**src/rtl/rab_pkg.sv**
```systemverilog
// ============================================================================
// rab_pkg - shared types and constants for the rectangle alpha blend engine
// Item layouts, configuration register map, blend mode codes and the
// divide-by-255 helper used by the blend datapath.
// ============================================================================
package rab_pkg;

    localparam int MAX_SCREEN_WIDTH_DEF = 2048;
    localparam int MAX_SCREEN_HEIGHT    = 2048;

    localparam int CH_W       = 8;
    localparam int ADDR_W     = 22;
    localparam int SIZE_W     = 12;
    localparam int POS_W      = 11;
    localparam int CNT_W      = 11;
    localparam int ABS_W      = 12;
    localparam int RECT_MAX   = 2048;
    localparam int CFG_IDX_W  = 3;
    localparam int CFG_DATA_W = 24;

    localparam logic [ADDR_W-1:0] ADDR_MASK  = {ADDR_W{1'b1}};
    localparam logic [CH_W-1:0]   ALPHA_FULL = 8'hff;

    // Configuration register indexes
    localparam logic [CFG_IDX_W-1:0] CFG_SCREEN_WIDTH = 3'd0;
    localparam logic [CFG_IDX_W-1:0] CFG_RECT_WIDTH   = 3'd1;
    localparam logic [CFG_IDX_W-1:0] CFG_RECT_HEIGHT  = 3'd2;
    localparam logic [CFG_IDX_W-1:0] CFG_DEST_X       = 3'd3;
    localparam logic [CFG_IDX_W-1:0] CFG_DEST_Y       = 3'd4;
    localparam logic [CFG_IDX_W-1:0] CFG_BLEND_MODE   = 3'd5;
    localparam logic [CFG_IDX_W-1:0] CFG_FILL_COLOR   = 3'd6;
    localparam logic [CFG_IDX_W-1:0] CFG_FILL_ALPHA   = 3'd7;

    typedef enum logic [1:0] {
        MODE_ALPHA = 2'd0,
        MODE_FILL  = 2'd1,
        MODE_COPY  = 2'd2
    } blend_mode_t;

    typedef struct packed {
        logic [SIZE_W-1:0] screen_width;
        logic [SIZE_W-1:0] rect_width;
        logic [SIZE_W-1:0] rect_height;
        logic [POS_W-1:0]  dest_x;
        logic [POS_W-1:0]  dest_y;
        logic [1:0]        blend_mode;
        logic [23:0]       fill_color;
        logic [CH_W-1:0]   fill_alpha;
    } cfg_t;

    typedef struct packed {
        logic [CH_W-1:0] src_red;
        logic [CH_W-1:0] src_green;
        logic [CH_W-1:0] src_blue;
        logic [CH_W-1:0] src_fourth;
        logic [CH_W-1:0] src_alpha;
        logic [CH_W-1:0] dst_red;
        logic [CH_W-1:0] dst_green;
        logic [CH_W-1:0] dst_blue;
    } pix_in_t;

    typedef struct packed {
        logic [ADDR_W-1:0] pixel_address;
        logic [CH_W-1:0]   out_red;
        logic [CH_W-1:0]   out_green;
        logic [CH_W-1:0]   out_blue;
        logic [CH_W-1:0]   out_fourth;
        logic              write_fourth;
        logic              out_of_frame;
        logic              last_of_rect;
    } pix_out_t;

    // Raster position of the pixel at the head of the input channel
    typedef struct packed {
        logic [ABS_W-1:0] abs_col;
        logic [ABS_W-1:0] abs_row;
        logic             last;
    } scan_t;

    // Exact floor(x/255) for x up to 255*255
    function automatic logic [CH_W-1:0] div255(input logic [15:0] x);
        logic [16:0] t;
        t = {1'b0, x} + {9'd0, x[15:8]} + 17'd1;
        return t[15:8];
    endfunction

endpackage

```
**src/rtl/rab_ifs.sv**
```systemverilog
// ============================================================================
// rab_ifs - channel interfaces of the rectangle alpha blend engine
// Valid/ready stream channel with a typed payload, and the register
// write channel.
// ============================================================================
interface rab_stream_if #(
    parameter type payload_t = logic
);
    logic     valid;
    logic     ready;
    payload_t data;

    modport source (output valid, output data, input ready);
    modport sink   (input valid, input data, output ready);
endinterface

interface rab_cfg_if;
    import rab_pkg::*;

    logic                  valid;
    logic                  ready;
    logic [CFG_IDX_W-1:0]  index;
    logic [CFG_DATA_W-1:0] data;

    modport source (output valid, output index, output data, input ready);
    modport sink   (input valid, input index, input data, output ready);
endinterface

```
**src/rtl/rab_cfg_regs.sv**
```systemverilog
// ============================================================================
// rab_cfg_regs - configuration register file
// Holds the eight blit registers; writes are registered and always accepted.
// ============================================================================
module rab_cfg_regs (
    input  logic                           clk,
    input  logic                           rst_n,
    input  logic                           wr_valid,
    output logic                           wr_ready,
    input  logic [rab_pkg::CFG_IDX_W-1:0]  wr_index,
    input  logic [rab_pkg::CFG_DATA_W-1:0] wr_data,
    output rab_pkg::cfg_t                  cfg
);
    import rab_pkg::*;

    cfg_t cfg_reg;
    cfg_t cfg_next;

    assign wr_ready = 1'b1;
    assign cfg      = cfg_reg;

    always_comb
    begin
        cfg_next = cfg_reg;
        if (wr_valid)
        begin
            unique case (wr_index)
                CFG_SCREEN_WIDTH: cfg_next.screen_width = wr_data[SIZE_W-1:0];
                CFG_RECT_WIDTH:   cfg_next.rect_width   = wr_data[SIZE_W-1:0];
                CFG_RECT_HEIGHT:  cfg_next.rect_height  = wr_data[SIZE_W-1:0];
                CFG_DEST_X:       cfg_next.dest_x       = wr_data[POS_W-1:0];
                CFG_DEST_Y:       cfg_next.dest_y       = wr_data[POS_W-1:0];
                CFG_BLEND_MODE:   cfg_next.blend_mode   = wr_data[1:0];
                CFG_FILL_COLOR:   cfg_next.fill_color   = wr_data[23:0];
                CFG_FILL_ALPHA:   cfg_next.fill_alpha   = wr_data[CH_W-1:0];
                default:          cfg_next = cfg_reg;
            endcase
        end
    end

    always_ff @(posedge clk or negedge rst_n)
    begin
        if (!rst_n)
        begin
            cfg_reg.screen_width <= 12'd1024;
            cfg_reg.rect_width   <= 12'd1;
            cfg_reg.rect_height  <= 12'd1;
            cfg_reg.dest_x       <= '0;
            cfg_reg.dest_y       <= '0;
            cfg_reg.blend_mode   <= MODE_ALPHA;
            cfg_reg.fill_color   <= '0;
            cfg_reg.fill_alpha   <= ALPHA_FULL;
        end
        else
        begin
            cfg_reg <= cfg_next;
        end
    end

endmodule

```
**src/rtl/rab_raster_cnt.sv**
```systemverilog
// ============================================================================
// rab_raster_cnt - raster column/row counters
// Track the position inside the rectangle and flag its final pixel.
// ============================================================================
module rab_raster_cnt (
    input  logic           clk,
    input  logic           rst_n,
    input  rab_pkg::cfg_t  cfg,
    input  logic           advance,
    output rab_pkg::scan_t scan
);
    import rab_pkg::*;

    logic [CNT_W-1:0]  col_reg;
    logic [CNT_W-1:0]  col_next;
    logic [CNT_W-1:0]  row_reg;
    logic [CNT_W-1:0]  row_next;
    logic [SIZE_W-1:0] rw;
    logic [SIZE_W-1:0] rh;
    logic [SIZE_W-1:0] col_inc;
    logic [SIZE_W-1:0] row_inc;
    logic              last_col;
    logic              last_row;

    // Saturate the size registers into 1..RECT_MAX
    always_comb
    begin
        if (cfg.rect_width == '0)
            rw = SIZE_W'(1);
        else if (32'(cfg.rect_width) > 32'(RECT_MAX))
            rw = SIZE_W'(RECT_MAX);
        else
            rw = cfg.rect_width;

        if (cfg.rect_height == '0)
            rh = SIZE_W'(1);
        else if (32'(cfg.rect_height) > 32'(RECT_MAX))
            rh = SIZE_W'(RECT_MAX);
        else
            rh = cfg.rect_height;
    end

    assign col_inc  = {1'b0, col_reg} + SIZE_W'(1);
    assign row_inc  = {1'b0, row_reg} + SIZE_W'(1);
    assign last_col = col_inc >= rw;
    assign last_row = row_inc >= rh;

    assign scan.abs_col = {1'b0, cfg.dest_x} + {1'b0, col_reg};
    assign scan.abs_row = {1'b0, cfg.dest_y} + {1'b0, row_reg};
    assign scan.last    = last_col && last_row;

    always_comb
    begin
        col_next = col_reg;
        row_next = row_reg;
        if (advance)
        begin
            if (last_col)
            begin
                col_next = '0;
                row_next = last_row ? '0 : row_inc[CNT_W-1:0];
            end
            else
            begin
                col_next = col_inc[CNT_W-1:0];
            end
        end
    end

    always_ff @(posedge clk or negedge rst_n)
    begin
        if (!rst_n)
        begin
            col_reg <= '0;
            row_reg <= '0;
        end
        else
        begin
            col_reg <= col_next;
            row_reg <= row_next;
        end
    end

endmodule

```
**src/rtl/rab_datapath.sv**
```systemverilog
// ============================================================================
// rab_datapath - three-stage blend and address pipeline
// Operand select, multiply, then divide-by-255 and address add.
// ============================================================================
module rab_datapath #(
    parameter int MAX_SCREEN_WIDTH = rab_pkg::MAX_SCREEN_WIDTH_DEF
) (
    input  logic              clk,
    input  logic              rst_n,
    input  rab_pkg::cfg_t     cfg,
    input  rab_pkg::scan_t    scan,
    input  logic              in_valid,
    output logic              in_ready,
    input  rab_pkg::pix_in_t  in_data,
    output logic              out_valid,
    input  logic              out_ready,
    output rab_pkg::pix_out_t out_data
);
    import rab_pkg::*;

    localparam int SW_W   = $clog2(MAX_SCREEN_WIDTH + 1);
    localparam int PROD_W = ABS_W + SW_W;
    localparam int FULL_W = PROD_W + 1;

    // Stage enables
    logic en_s1;
    logic en_s2;
    logic en_out;

    // Operand select
    logic [CH_W-1:0]            sel_alpha;
    logic [2:0][CH_W-1:0]       sel_src;
    logic [2:0][CH_W-1:0]       sel_dst;
    logic [CH_W-1:0]            sel_fourth;
    logic                       sel_wr4;

    // Stage 1
    logic                       s1_valid_reg;
    logic [CH_W-1:0]            s1_alpha_reg;
    logic [2:0][CH_W-1:0]       s1_src_reg;
    logic [2:0][CH_W-1:0]       s1_dst_reg;
    logic [CH_W-1:0]            s1_fourth_reg;
    logic                       s1_wr4_reg;
    logic [ABS_W-1:0]           s1_col_reg;
    logic [ABS_W-1:0]           s1_row_reg;
    logic                       s1_last_reg;

    // Stage 2
    logic [SW_W-1:0]            sw;
    logic [CH_W-1:0]            s1_alpha_inv;
    logic [2:0][15:0]           sum_next;
    logic                       s2_valid_reg;
    logic [2:0][15:0]           s2_sum_reg;
    logic [PROD_W-1:0]          s2_base_reg;
    logic [ABS_W-1:0]           s2_col_reg;
    logic                       s2_rowhi_reg;
    logic [CH_W-1:0]            s2_fourth_reg;
    logic                       s2_wr4_reg;
    logic                       s2_last_reg;

    // Output stage
    logic [FULL_W-1:0]          full;
    pix_out_t                   out_next;
    logic                       out_valid_reg;
    pix_out_t                   out_reg;

    assign en_out   = !out_valid_reg || out_ready;
    assign en_s2    = !s2_valid_reg || en_out;
    assign en_s1    = !s1_valid_reg || en_s2;
    assign in_ready = en_s1;

    // Copy mode runs through the blend at full opacity, which returns the
    // source unchanged; the reserved mode code copies as well.
    always_comb
    begin
        sel_dst    = {in_data.dst_red, in_data.dst_green, in_data.dst_blue};
        sel_src    = {in_data.src_red, in_data.src_green, in_data.src_blue};
        sel_alpha  = ALPHA_FULL;
        sel_fourth = '0;
        sel_wr4    = 1'b0;
        case (cfg.blend_mode)
            MODE_ALPHA:
            begin
                sel_alpha = in_data.src_alpha;
            end
            MODE_FILL:
            begin
                sel_alpha = cfg.fill_alpha;
                sel_src   = {cfg.fill_color[23:16], cfg.fill_color[15:8],
                             cfg.fill_color[7:0]};
            end
            default:
            begin
                sel_fourth = in_data.src_fourth;
                sel_wr4    = 1'b1;
            end
        endcase
    end

    always_ff @(posedge clk or negedge rst_n)
    begin
        if (!rst_n)
            s1_valid_reg <= 1'b0;
        else if (en_s1)
            s1_valid_reg <= in_valid;
    end

    always_ff @(posedge clk)
    begin
        if (en_s1 && in_valid)
        begin
            s1_alpha_reg  <= sel_alpha;
            s1_src_reg    <= sel_src;
            s1_dst_reg    <= sel_dst;
            s1_fourth_reg <= sel_fourth;
            s1_wr4_reg    <= sel_wr4;
            s1_col_reg    <= scan.abs_col;
            s1_row_reg    <= scan.abs_row;
            s1_last_reg   <= scan.last;
        end
    end

    // Saturate the row stride into 1..MAX_SCREEN_WIDTH
    always_comb
    begin
        if (cfg.screen_width == '0)
            sw = SW_W'(1);
        else if (32'(cfg.screen_width) > 32'(MAX_SCREEN_WIDTH))
            sw = SW_W'(MAX_SCREEN_WIDTH);
        else
            sw = SW_W'(cfg.screen_width);
    end

    assign s1_alpha_inv = ALPHA_FULL - s1_alpha_reg;

    always_comb
    begin
        for (int i = 0; i < 3; i++)
        begin
            sum_next[i] = 16'(s1_alpha_reg) * 16'(s1_src_reg[i])
                        + 16'(s1_alpha_inv) * 16'(s1_dst_reg[i]);
        end
    end

    always_ff @(posedge clk or negedge rst_n)
    begin
        if (!rst_n)
            s2_valid_reg <= 1'b0;
        else if (en_s2)
            s2_valid_reg <= s1_valid_reg;
    end

    always_ff @(posedge clk)
    begin
        if (en_s2 && s1_valid_reg)
        begin
            s2_sum_reg    <= sum_next;
            s2_base_reg   <= PROD_W'(s1_row_reg) * PROD_W'(sw);
            s2_col_reg    <= s1_col_reg;
            s2_rowhi_reg  <= 32'(s1_row_reg) >= 32'(MAX_SCREEN_HEIGHT);
            s2_fourth_reg <= s1_fourth_reg;
            s2_wr4_reg    <= s1_wr4_reg;
            s2_last_reg   <= s1_last_reg;
        end
    end

    assign full = FULL_W'(s2_base_reg) + FULL_W'(s2_col_reg);

    always_comb
    begin
        out_next.pixel_address = ADDR_W'(full);
        out_next.out_red       = div255(s2_sum_reg[2]);
        out_next.out_green     = div255(s2_sum_reg[1]);
        out_next.out_blue      = div255(s2_sum_reg[0]);
        out_next.out_fourth    = s2_fourth_reg;
        out_next.write_fourth  = s2_wr4_reg;
        out_next.out_of_frame  = (32'(s2_col_reg) >= 32'(sw)) || s2_rowhi_reg
                               || (32'(full) > 32'(ADDR_MASK));
        out_next.last_of_rect  = s2_last_reg;
    end

    always_ff @(posedge clk or negedge rst_n)
    begin
        if (!rst_n)
            out_valid_reg <= 1'b0;
        else if (en_out)
            out_valid_reg <= s2_valid_reg;
    end

    always_ff @(posedge clk)
    begin
        if (en_out && s2_valid_reg)
            out_reg <= out_next;
    end

    assign out_valid = out_valid_reg;
    assign out_data  = out_reg;

endmodule

```
**src/rtl/rect_alpha_blend_engine.sv**
```systemverilog
// ============================================================================
// rect_alpha_blend_engine - rectangle alpha blend / fill / copy compositor
// Takes one pixel of a rectangle per transaction in raster order and returns
// its linear frame address together with the new channel values.
// ============================================================================
// Pipeline: an accepted input transaction passes the operand register, the
//   multiply register and the result register to reach the output channel.
// Throughput: one pixel per cycle; the three-stage pipeline stalls only when
//   the output channel holds a result that has not been taken.
// Reset: rst_n clears the pipeline valids and the raster counters and loads
//   the register defaults (stride 1024, 1x1 rectangle, fill alpha 255).
// ============================================================================
module rect_alpha_blend_engine #(
    parameter int MAX_SCREEN_WIDTH = rab_pkg::MAX_SCREEN_WIDTH_DEF
) (
    input  logic          clk,
    input  logic          rst_n,
    rab_stream_if.sink    pix_in,
    rab_stream_if.source  pix_out,
    rab_cfg_if.sink       cfg
);
    import rab_pkg::*;

    cfg_t  cfg_q;
    scan_t scan;
    logic  in_ready;
    logic  in_accept;

    // Register file: writes are always taken; users must send them only between
    // rectangles or while the pipeline is drained; the block does not enforce it.
    rab_cfg_regs u_cfg_regs (
        .clk      (clk),
        .rst_n    (rst_n),
        .wr_valid (cfg.valid),
        .wr_ready (cfg.ready),
        .wr_index (cfg.index),
        .wr_data  (cfg.data),
        .cfg      (cfg_q)
    );

    // Advance the raster position on every accepted pixel transaction.
    assign in_accept    = pix_in.valid && in_ready;
    assign pix_in.ready = in_ready;

    rab_raster_cnt u_raster_cnt (
        .clk     (clk),
        .rst_n   (rst_n),
        .cfg     (cfg_q),
        .advance (in_accept),
        .scan    (scan)
    );

    // Blend and address pipeline; ready back-propagates from the output
    // register so a stalled result holds everything behind it.
    rab_datapath #(
        .MAX_SCREEN_WIDTH (MAX_SCREEN_WIDTH)
    ) u_datapath (
        .clk       (clk),
        .rst_n     (rst_n),
        .cfg       (cfg_q),
        .scan      (scan),
        .in_valid  (pix_in.valid),
        .in_ready  (in_ready),
        .in_data   (pix_in.data),
        .out_valid (pix_out.valid),
        .out_ready (pix_out.ready),
        .out_data  (pix_out.data)
    );

endmodule

```
**src/flat_wrapper.sv**
```systemverilog
// flat-port wrapper written by rule: the top's interface ports become plain ports
module rect_alpha_blend_engine_flat import rab_pkg::*;
#(
    parameter int MAX_SCREEN_WIDTH = rab_pkg::MAX_SCREEN_WIDTH_DEF
)
  (clk, rst_n, pix_in_valid, pix_in_data, pix_in_ready, pix_out_valid, pix_out_data, pix_out_ready, cfg_valid, cfg_index, cfg_data, cfg_ready);
  rab_stream_if #(.payload_t(pix_in_t)) pix_in_i ();
  rab_stream_if #(.payload_t(pix_out_t)) pix_out_i ();
  rab_cfg_if cfg_i ();
  input  logic clk;
  input  logic rst_n;
  input wire logic [$bits(pix_in_i.valid)-1:0] pix_in_valid;
  input wire logic [$bits(pix_in_i.data)-1:0] pix_in_data;
  output wire logic [$bits(pix_in_i.ready)-1:0] pix_in_ready;
  output wire logic [$bits(pix_out_i.valid)-1:0] pix_out_valid;
  output wire logic [$bits(pix_out_i.data)-1:0] pix_out_data;
  input wire logic [$bits(pix_out_i.ready)-1:0] pix_out_ready;
  input wire logic [$bits(cfg_i.valid)-1:0] cfg_valid;
  input wire logic [$bits(cfg_i.index)-1:0] cfg_index;
  input wire logic [$bits(cfg_i.data)-1:0] cfg_data;
  output wire logic [$bits(cfg_i.ready)-1:0] cfg_ready;
  assign pix_in_i.valid = pix_in_valid;
  assign pix_in_i.data = pix_in_data;
  assign pix_in_ready = pix_in_i.ready;
  assign pix_out_valid = pix_out_i.valid;
  assign pix_out_data = pix_out_i.data;
  assign pix_out_i.ready = pix_out_ready;
  assign cfg_i.valid = cfg_valid;
  assign cfg_i.index = cfg_index;
  assign cfg_i.data = cfg_data;
  assign cfg_ready = cfg_i.ready;
  rect_alpha_blend_engine #(.MAX_SCREEN_WIDTH(MAX_SCREEN_WIDTH)) u_core (.clk(clk), .rst_n(rst_n), .pix_in(pix_in_i), .pix_out(pix_out_i), .cfg(cfg_i));
endmodule
```
**config.mk**
```make
export PLATFORM = sky130hd
export DESIGN_NAME = rect_alpha_blend_engine_flat
export DESIGN_NICKNAME = d
export VERILOG_FILES = /design/src/rtl/rab_pkg.sv /design/src/rtl/rab_ifs.sv /design/src/rtl/rab_cfg_regs.sv /design/src/rtl/rab_raster_cnt.sv /design/src/rtl/rab_datapath.sv /design/src/rtl/rect_alpha_blend_engine.sv /design/src/flat_wrapper.sv
export SDC_FILE = /design/constraint.sdc
export NUM_CORES = 2
export LEC_CHECK = 0
export ABC_AREA = 1
export BUFFER_PORTS_ARGS = -buffer_cell sky130_fd_sc_hd__buf_2
export CORE_MARGIN = 8
export CORE_UTILIZATION = 34
export CTS_CLUSTER_SIZE = 12
export DETAILED_ROUTE_END_ITERATION = 10
export GPL_TIMING_DRIVEN = 0
export PLACE_DENSITY_LB_ADDON = 0.15
export RECOVER_POWER = 25
export SETUP_SLACK_MARGIN = 0.4
export SYNTH_ARGS = -nofsm -noshare
export SYNTH_HDL_FRONTEND = slang
export SYNTH_SLANG_ARGS = --single-unit
export TNS_END_PERCENT = 50
```
**constraint.sdc**
```tcl
create_clock -name clk -period 5.3 [get_ports clk]
set_clock_uncertainty 0.2 [all_clocks]
set_input_delay 1.06 -clock clk [delete_from_list [all_inputs] [get_ports clk]]
set_output_delay 1.06 -clock clk [all_outputs]
set_load 0.01 [all_outputs]
```
Word level (Yosys, flattened, before mapping)
Cells that the tools add are included.
- bits of input ports: 96
- logic and storage cells: 118
- output and inout bits: 60
- register bits after elaboration: 359
- add/subtract/negate cells: 15
- multiplexer cells: 11
- eq/ne operators: 8
- magnitude comparators: 8
- multiply operators: 7
- reduce and logical (&&, ||, !) cells: 27
- operators with widths (cell ; number):
    8-bit by 8-bit multiplier with 16-bit output ; 6
    12-bit two-way mux ; 6
    16-bit by 1-bit adder with 16-bit output (second input constant) ; 3
    16-bit adder ; 3
    16-bit by 8-bit adder with 16-bit output ; 3
    12-bit greater-or-equal comparator ; 3
    12-bit greater-than comparator (second input constant) ; 3
    12-bit logical NOT ; 3
    24-bit by 12-bit adder with 25-bit output ; 1
    25-bit by 22-bit greater-than comparator with 1-bit output (second input constant) ; 1
    11-bit by 1-bit adder with 12-bit output (second input constant) ; 2
    11-bit by 11-bit adder with 12-bit output ; 2
    12-bit by 12-bit multiplier with 24-bit output ; 1
    24-bit two-way mux ; 1
    11-bit two-way mux ; 2
    2-bit AND reduction ; 9
    8-bit one-hot mux with 2 select lines ; 1
    3-bit == test (second input constant) ; 4
    12-bit greater-or-equal comparator (second input constant) ; 1
    8-bit subtractor (first input constant) ; 1
    3-bit by 2-bit == test with 1-bit output (second input constant) ; 2
    1-bit logical OR ; 5
    1-bit logical AND ; 4
    3-bit by 1-bit == test with 1-bit output (second input constant) ; 1
    other kinds (6) ; 8

Depth between registers and ports, before layout
- word-level depth: 6
- gate-level depth with buffers: 28
- depth with buffers taken out: 28

Cells and area by module
From an unflattened synthesis, not the netlist that was laid out.
- cells, all modules: 4076
- area total of the unflattened synthesis: 35021.1 µm²
- modules (own cells, without submodules) (module ; cells each ; area each (µm²) ; seq. area each (µm²) ; instances):
    rab_datapath ; 3150 ; 28233.3 ; 7342.0 ; 1
    rab_cfg_regs ; 418 ; 3633.5 ; 2316.0 ; 1
    rab_raster_cnt ; 506 ; 3146.8 ; 550.5 ; 1
    rect_alpha_blend_engine ; 2 ; 7.5 ; 0.0 ; 1

Worst setup path after synthesis
OpenSTA, ideal clock, no wires.
- path type: reg2reg
- from: register u_core.u_datapath.s1_alpha_reg[4]
- to: register u_core.u_datapath.s2_sum_reg[45] (netlist bit), data pin
- setup slack: -0.237 ns
- data required time: 4.840 ns
- period minus slack after synthesis: 5.537 ns
- cell stages (with the launch flop): 21
- arrival time: 5.077 ns
- library setup time: 0.260 ns
- buffers on the path: 2
- cell sequence: edfxtp_1 -> clkbuf_1 -> buf_1 -> nand2_1 -> fa_1 -> inv_1 -> fa_1 -> inv_1 -> fa_1 -> fa_1 -> fa_1 -> fa_1 -> inv_1 -> ha_1 -> nand2_1 -> a21oi_1 -> nor3_1 -> nand3_1 -> nand2_1 -> nand2_1 -> xor2_1
- RTL lines (item ; RTL line ; text):
    start: declaration ; rab_datapath.sv:39 ; logic [CH_W-1:0] s1_alpha_reg;
    start signal: assignment ; rab_datapath.sv:112 ; s1_alpha_reg <= sel_alpha;
    end signal: assignment ; rab_datapath.sv:157 ; s2_sum_reg <= sum_next;
    end: declaration ; rab_datapath.sv:53 ; logic [2:0][15:0] s2_sum_reg;

Final worst setup path
- from: register u_core.u_cfg_regs.cfg_reg, in the netlist u_core.u_cfg_regs.cfg[90]
- to: register u_core.u_datapath.s2_base_reg[22], data pin
- word-level cells in the longest chain between the ends: 4
- elaborated cells between the ends (all ways): 5
- classes of those cells: mul: 1; order compare: 1; mux: 2; reduce/logical: 1
- ends and longest elaborated chain (item ; RTL line ; text):
    start: declaration ; rab_cfg_regs.sv:16 ; cfg_t cfg_reg;
    start signal: assignment ; rab_cfg_regs.sv:56 ; cfg_reg <= cfg_next;
    12-bit greater-than comparator ; rab_datapath.sv:128 ; else if (32'(cfg.screen_width) > 32'(MAX_SCREEN_WIDTH))
    12-bit two-way mux ; rab_datapath.sv:128 ;
    12-bit two-way mux (*) ; rab_datapath.sv:126 ; if (cfg.screen_width == '0)
    12-bit by 12-bit multiplier with 24-bit output (*) ; rab_datapath.sv:158 ; s2_base_reg <= PROD_W'(s1_row_reg) * PROD_W'(sw);
    end signal: assignment ; rab_datapath.sv:158 ;
    end: declaration ; rab_datapath.sv:54 ; logic [PROD_W-1:0] s2_base_reg;
Every way passes the cells marked *; elsewhere a longest branch is shown, timed or not.
A chain may end at the register's enable or synchronous reset.

==> reports/results.ini <==
[logic_synthesis]
synthArstFlopShare = 0.326
ys.flop_type = edfxtp_1
yosysUniqueCellTypes = 52
yosysTopAreaCellShare = 0.226
synth_area_leader_cell = fa_1
synth_edf_count = 242
avgSynthCellArea_um2 = 8.75
seq_area_frac_synth = 0.294
syn-cell-area_mm2 = 0.0347
ys.warnings.count = 0
synth.area.top_cells = fa_1 (23%), edfxtp_1 (21%), ha_1 (12%)
ys_seq_elements = 359
synthCells = 3960

[clock_tree]
clk_latency_ns = 0.62
cts_hold_buf = 0
clock_path_buffers = 3
cts-root-buf = clkbuf_16
cts_made_buffers = 45
cts_tree = done
clock-sinks = 359
htree_num_levels = 2
path_clk_slew_ns = 0.06

[sta]
worstMarginPinSlew_ns = 2.83
min_period_ns = 5.56
hold_viol_final = 0
slew_viol_final = 120
finalSetupViolCount = 31
setup_slack_ns = -0.256
timing.fmax_mhz = 180
fin_crit_sh = 1.05
rsz0062_at_grt = yes
slew-limit-headroom = -0.890

[global_route]
overflow = 0
grt_usage = 0.173
first_global_vias = 26700
antenna_found_initial = 2
grt_start_max_net_pins = 100
grt_pass1_wl_um = 152000

[floorplan]
start_util = 0.342
io_pins = 156
fp.dieArea_mm2 = 0.112
die-width_um = 335
core-area_mm2 = 0.101
fp.dieH_um = 335
rows = 117

[placement]
place.gp.congestion = 0.844
hpwl_um = 76600
io_buffers = 154

[worst_setup_path]
path_max_fanout = 6
worstSetupPathType = flip-flop to flip-flop
path_cells = inv_2 -> nand4_1 -> nor2_2 -> a21oi_4 -> buf_6 -> nor2_4 -> buf_6 -> inv_4 -> nor2_2 -> fa_1 -> fa_1 -> inv_1 -> fa_1 -> fa_2 -> fa_1 -> inv_2 -> ha_4 -> a21oi_4 -> o21a_1 -> nand2_1 -> nand2_1 -> nand3_2 -> xor2_1
required_ns = 5.46
worstSetupEndpointType = flip-flop
critPathLaunchType = flip-flop
slowest_delay_ns = 0.60
cp_common_cell = fa_1
cp_slowest_cell = fa_1
critPathBufInv = 6
crit_family = adder cells
arrival_ns = 5.72

[layout]
drive_above_1_share = 0.188
regArea_mm2 = 0.0102
post-route-util = 0.417
final_cell_mix = nand2_1 (846), inv_1 (787), fa_1 (368)
nets = 5127
multi_input_area_mm2 = 0.0224
area_growth_syn_to_layout_pct = 22.0
nFillCells = 10100
largest_reg_flops = 92
layout_commonest_cell = nand2_1

[detailed_routing]
firstDrtPassIters = 5
wl_um = 97700
vias_per_cell = 4.59
drc = 0
ant_nets = 0
detail_route.wl_per_cell_um = 17.1
via_count = 26200
drt_iter0_drc = 1420

[run]
cap_violations = 2

[run_status]
status = finished with violations
violations = max-capacitance violations, max-slew violations, negative setup slack

[worst_hold_path]
hp-class = flip-flop to flip-flop

## through the flow
stage	cells	worst slack, ns	area, um2	hold WS [ns]	TNS [ns]
after global routing	5704	-0.457	42300	0.220	-10.66
after CTS	5667	-0.262	41500	0.183	-2.77
after global placement	5484	-2.25	38000	0.201	-138.22
final	5707	-0.256	42300	0.215	-4.27
after floorplan	3962	-0.0501	35500	0.200	-0.141
after detailed placement	5488	-0.511	38100	0.205	-9.47
## worst paths after layout
kind	start	to	slack (ns)	cells after the start
worst min-delay path	u_core.u_datapath.s2_fourth_reg[5]$_DFFE_PP_	u_core.u_datapath.out_data[8]$_DFFE_PP_	0.22	0
worst min register to register	u_core.u_datapath.s2_fourth_reg[5]$_DFFE_PP_	u_core.u_datapath.out_data[8]$_DFFE_PP_	0.22	0
worst max register to register	u_core.u_cfg_regs.cfg[90]$_DFFE_PN1P_	u_core.u_datapath.s2_base_reg[22]$_DFFE_PP_	-0.26	23
worst max-delay path	u_core.u_cfg_regs.cfg[90]$_DFFE_PN1P_	u_core.u_datapath.s2_base_reg[22]$_DFFE_PP_	-0.26	23
min in group asynchronous	rst_n	u_core.u_cfg_regs.cfg[27]$_DFFE_PN0P_	1.15	1
max in group asynchronous	rst_n	u_core.u_cfg_regs.cfg[87]$_DFFE_PN0P_	0.86	2
## layer usage
layer / vias to the layer above / track usage / part of all wire
met3: 121 / 0.0368 / 0.057
met5: - / 0 / 0.00015
met1: 12700 / 0.242 / 0.47
met2: 519 / 0.270 / 0.44
li1: 12900 / - / -
met4: 2 / 0.0453 / 0.026
## repair_timing
action / in CTS / in global routing
pin swaps: 151 / 135
setup buffers: 94 / 36
cloned: 1 / 1
endpoints found under the hold margin: 0 / 0
resized for setup: 263 / 147
setup endpoints to repair: 49 / 50
## synth_stat cells (67+ instances only)
cell type,number
clkbuf_1,67
nand3_1,96
inv_1,850
o21ai_0,137
fa_1,391
dfrtp_1,106
ha_1,341
nand2_1,940
edfxtp_1,242
xor2_1,84
nor2_1,343
a21oi_1,121
## final cells by class
type | count | share of cell area
timing repair inverter | 1 | 0.000266
clock buffer | 55 | 0.0287
timing repair buffer | 289 | 0.0474
multi-input combinational | 2637 | 0.529
buffer | 102 | 0.0255
clock inverter | 29 | 0.00722
inverter | 864 | 0.0797
antenna | 3 | 0.000177
tap | 1368 | 0.0405
sequential | 359 | 0.241
## cell families (layout without fill, tap and decap cells)
logic type / after synthesis / in the layout / share of synthesized area
AOI/OAI and AO/OA: 314 / 314 / 0.0491
adders and majority gates: 732 / 732 / 0.349
and+or+nand+nor: 1459 / 1459 / 0.168
DFF: 359 / 359 / 0.294
muxes: 12 / 12 / 0.00390
xor gates and xnor gates: 116 / 116 / 0.0293
other: 2 / 7 / 0.000217
buffers and inverters: 966 / 1340 / 0.106
Power is not shown: default switching activity piles up to over one toggle a cycle in this logic, so the estimate is an artifact.
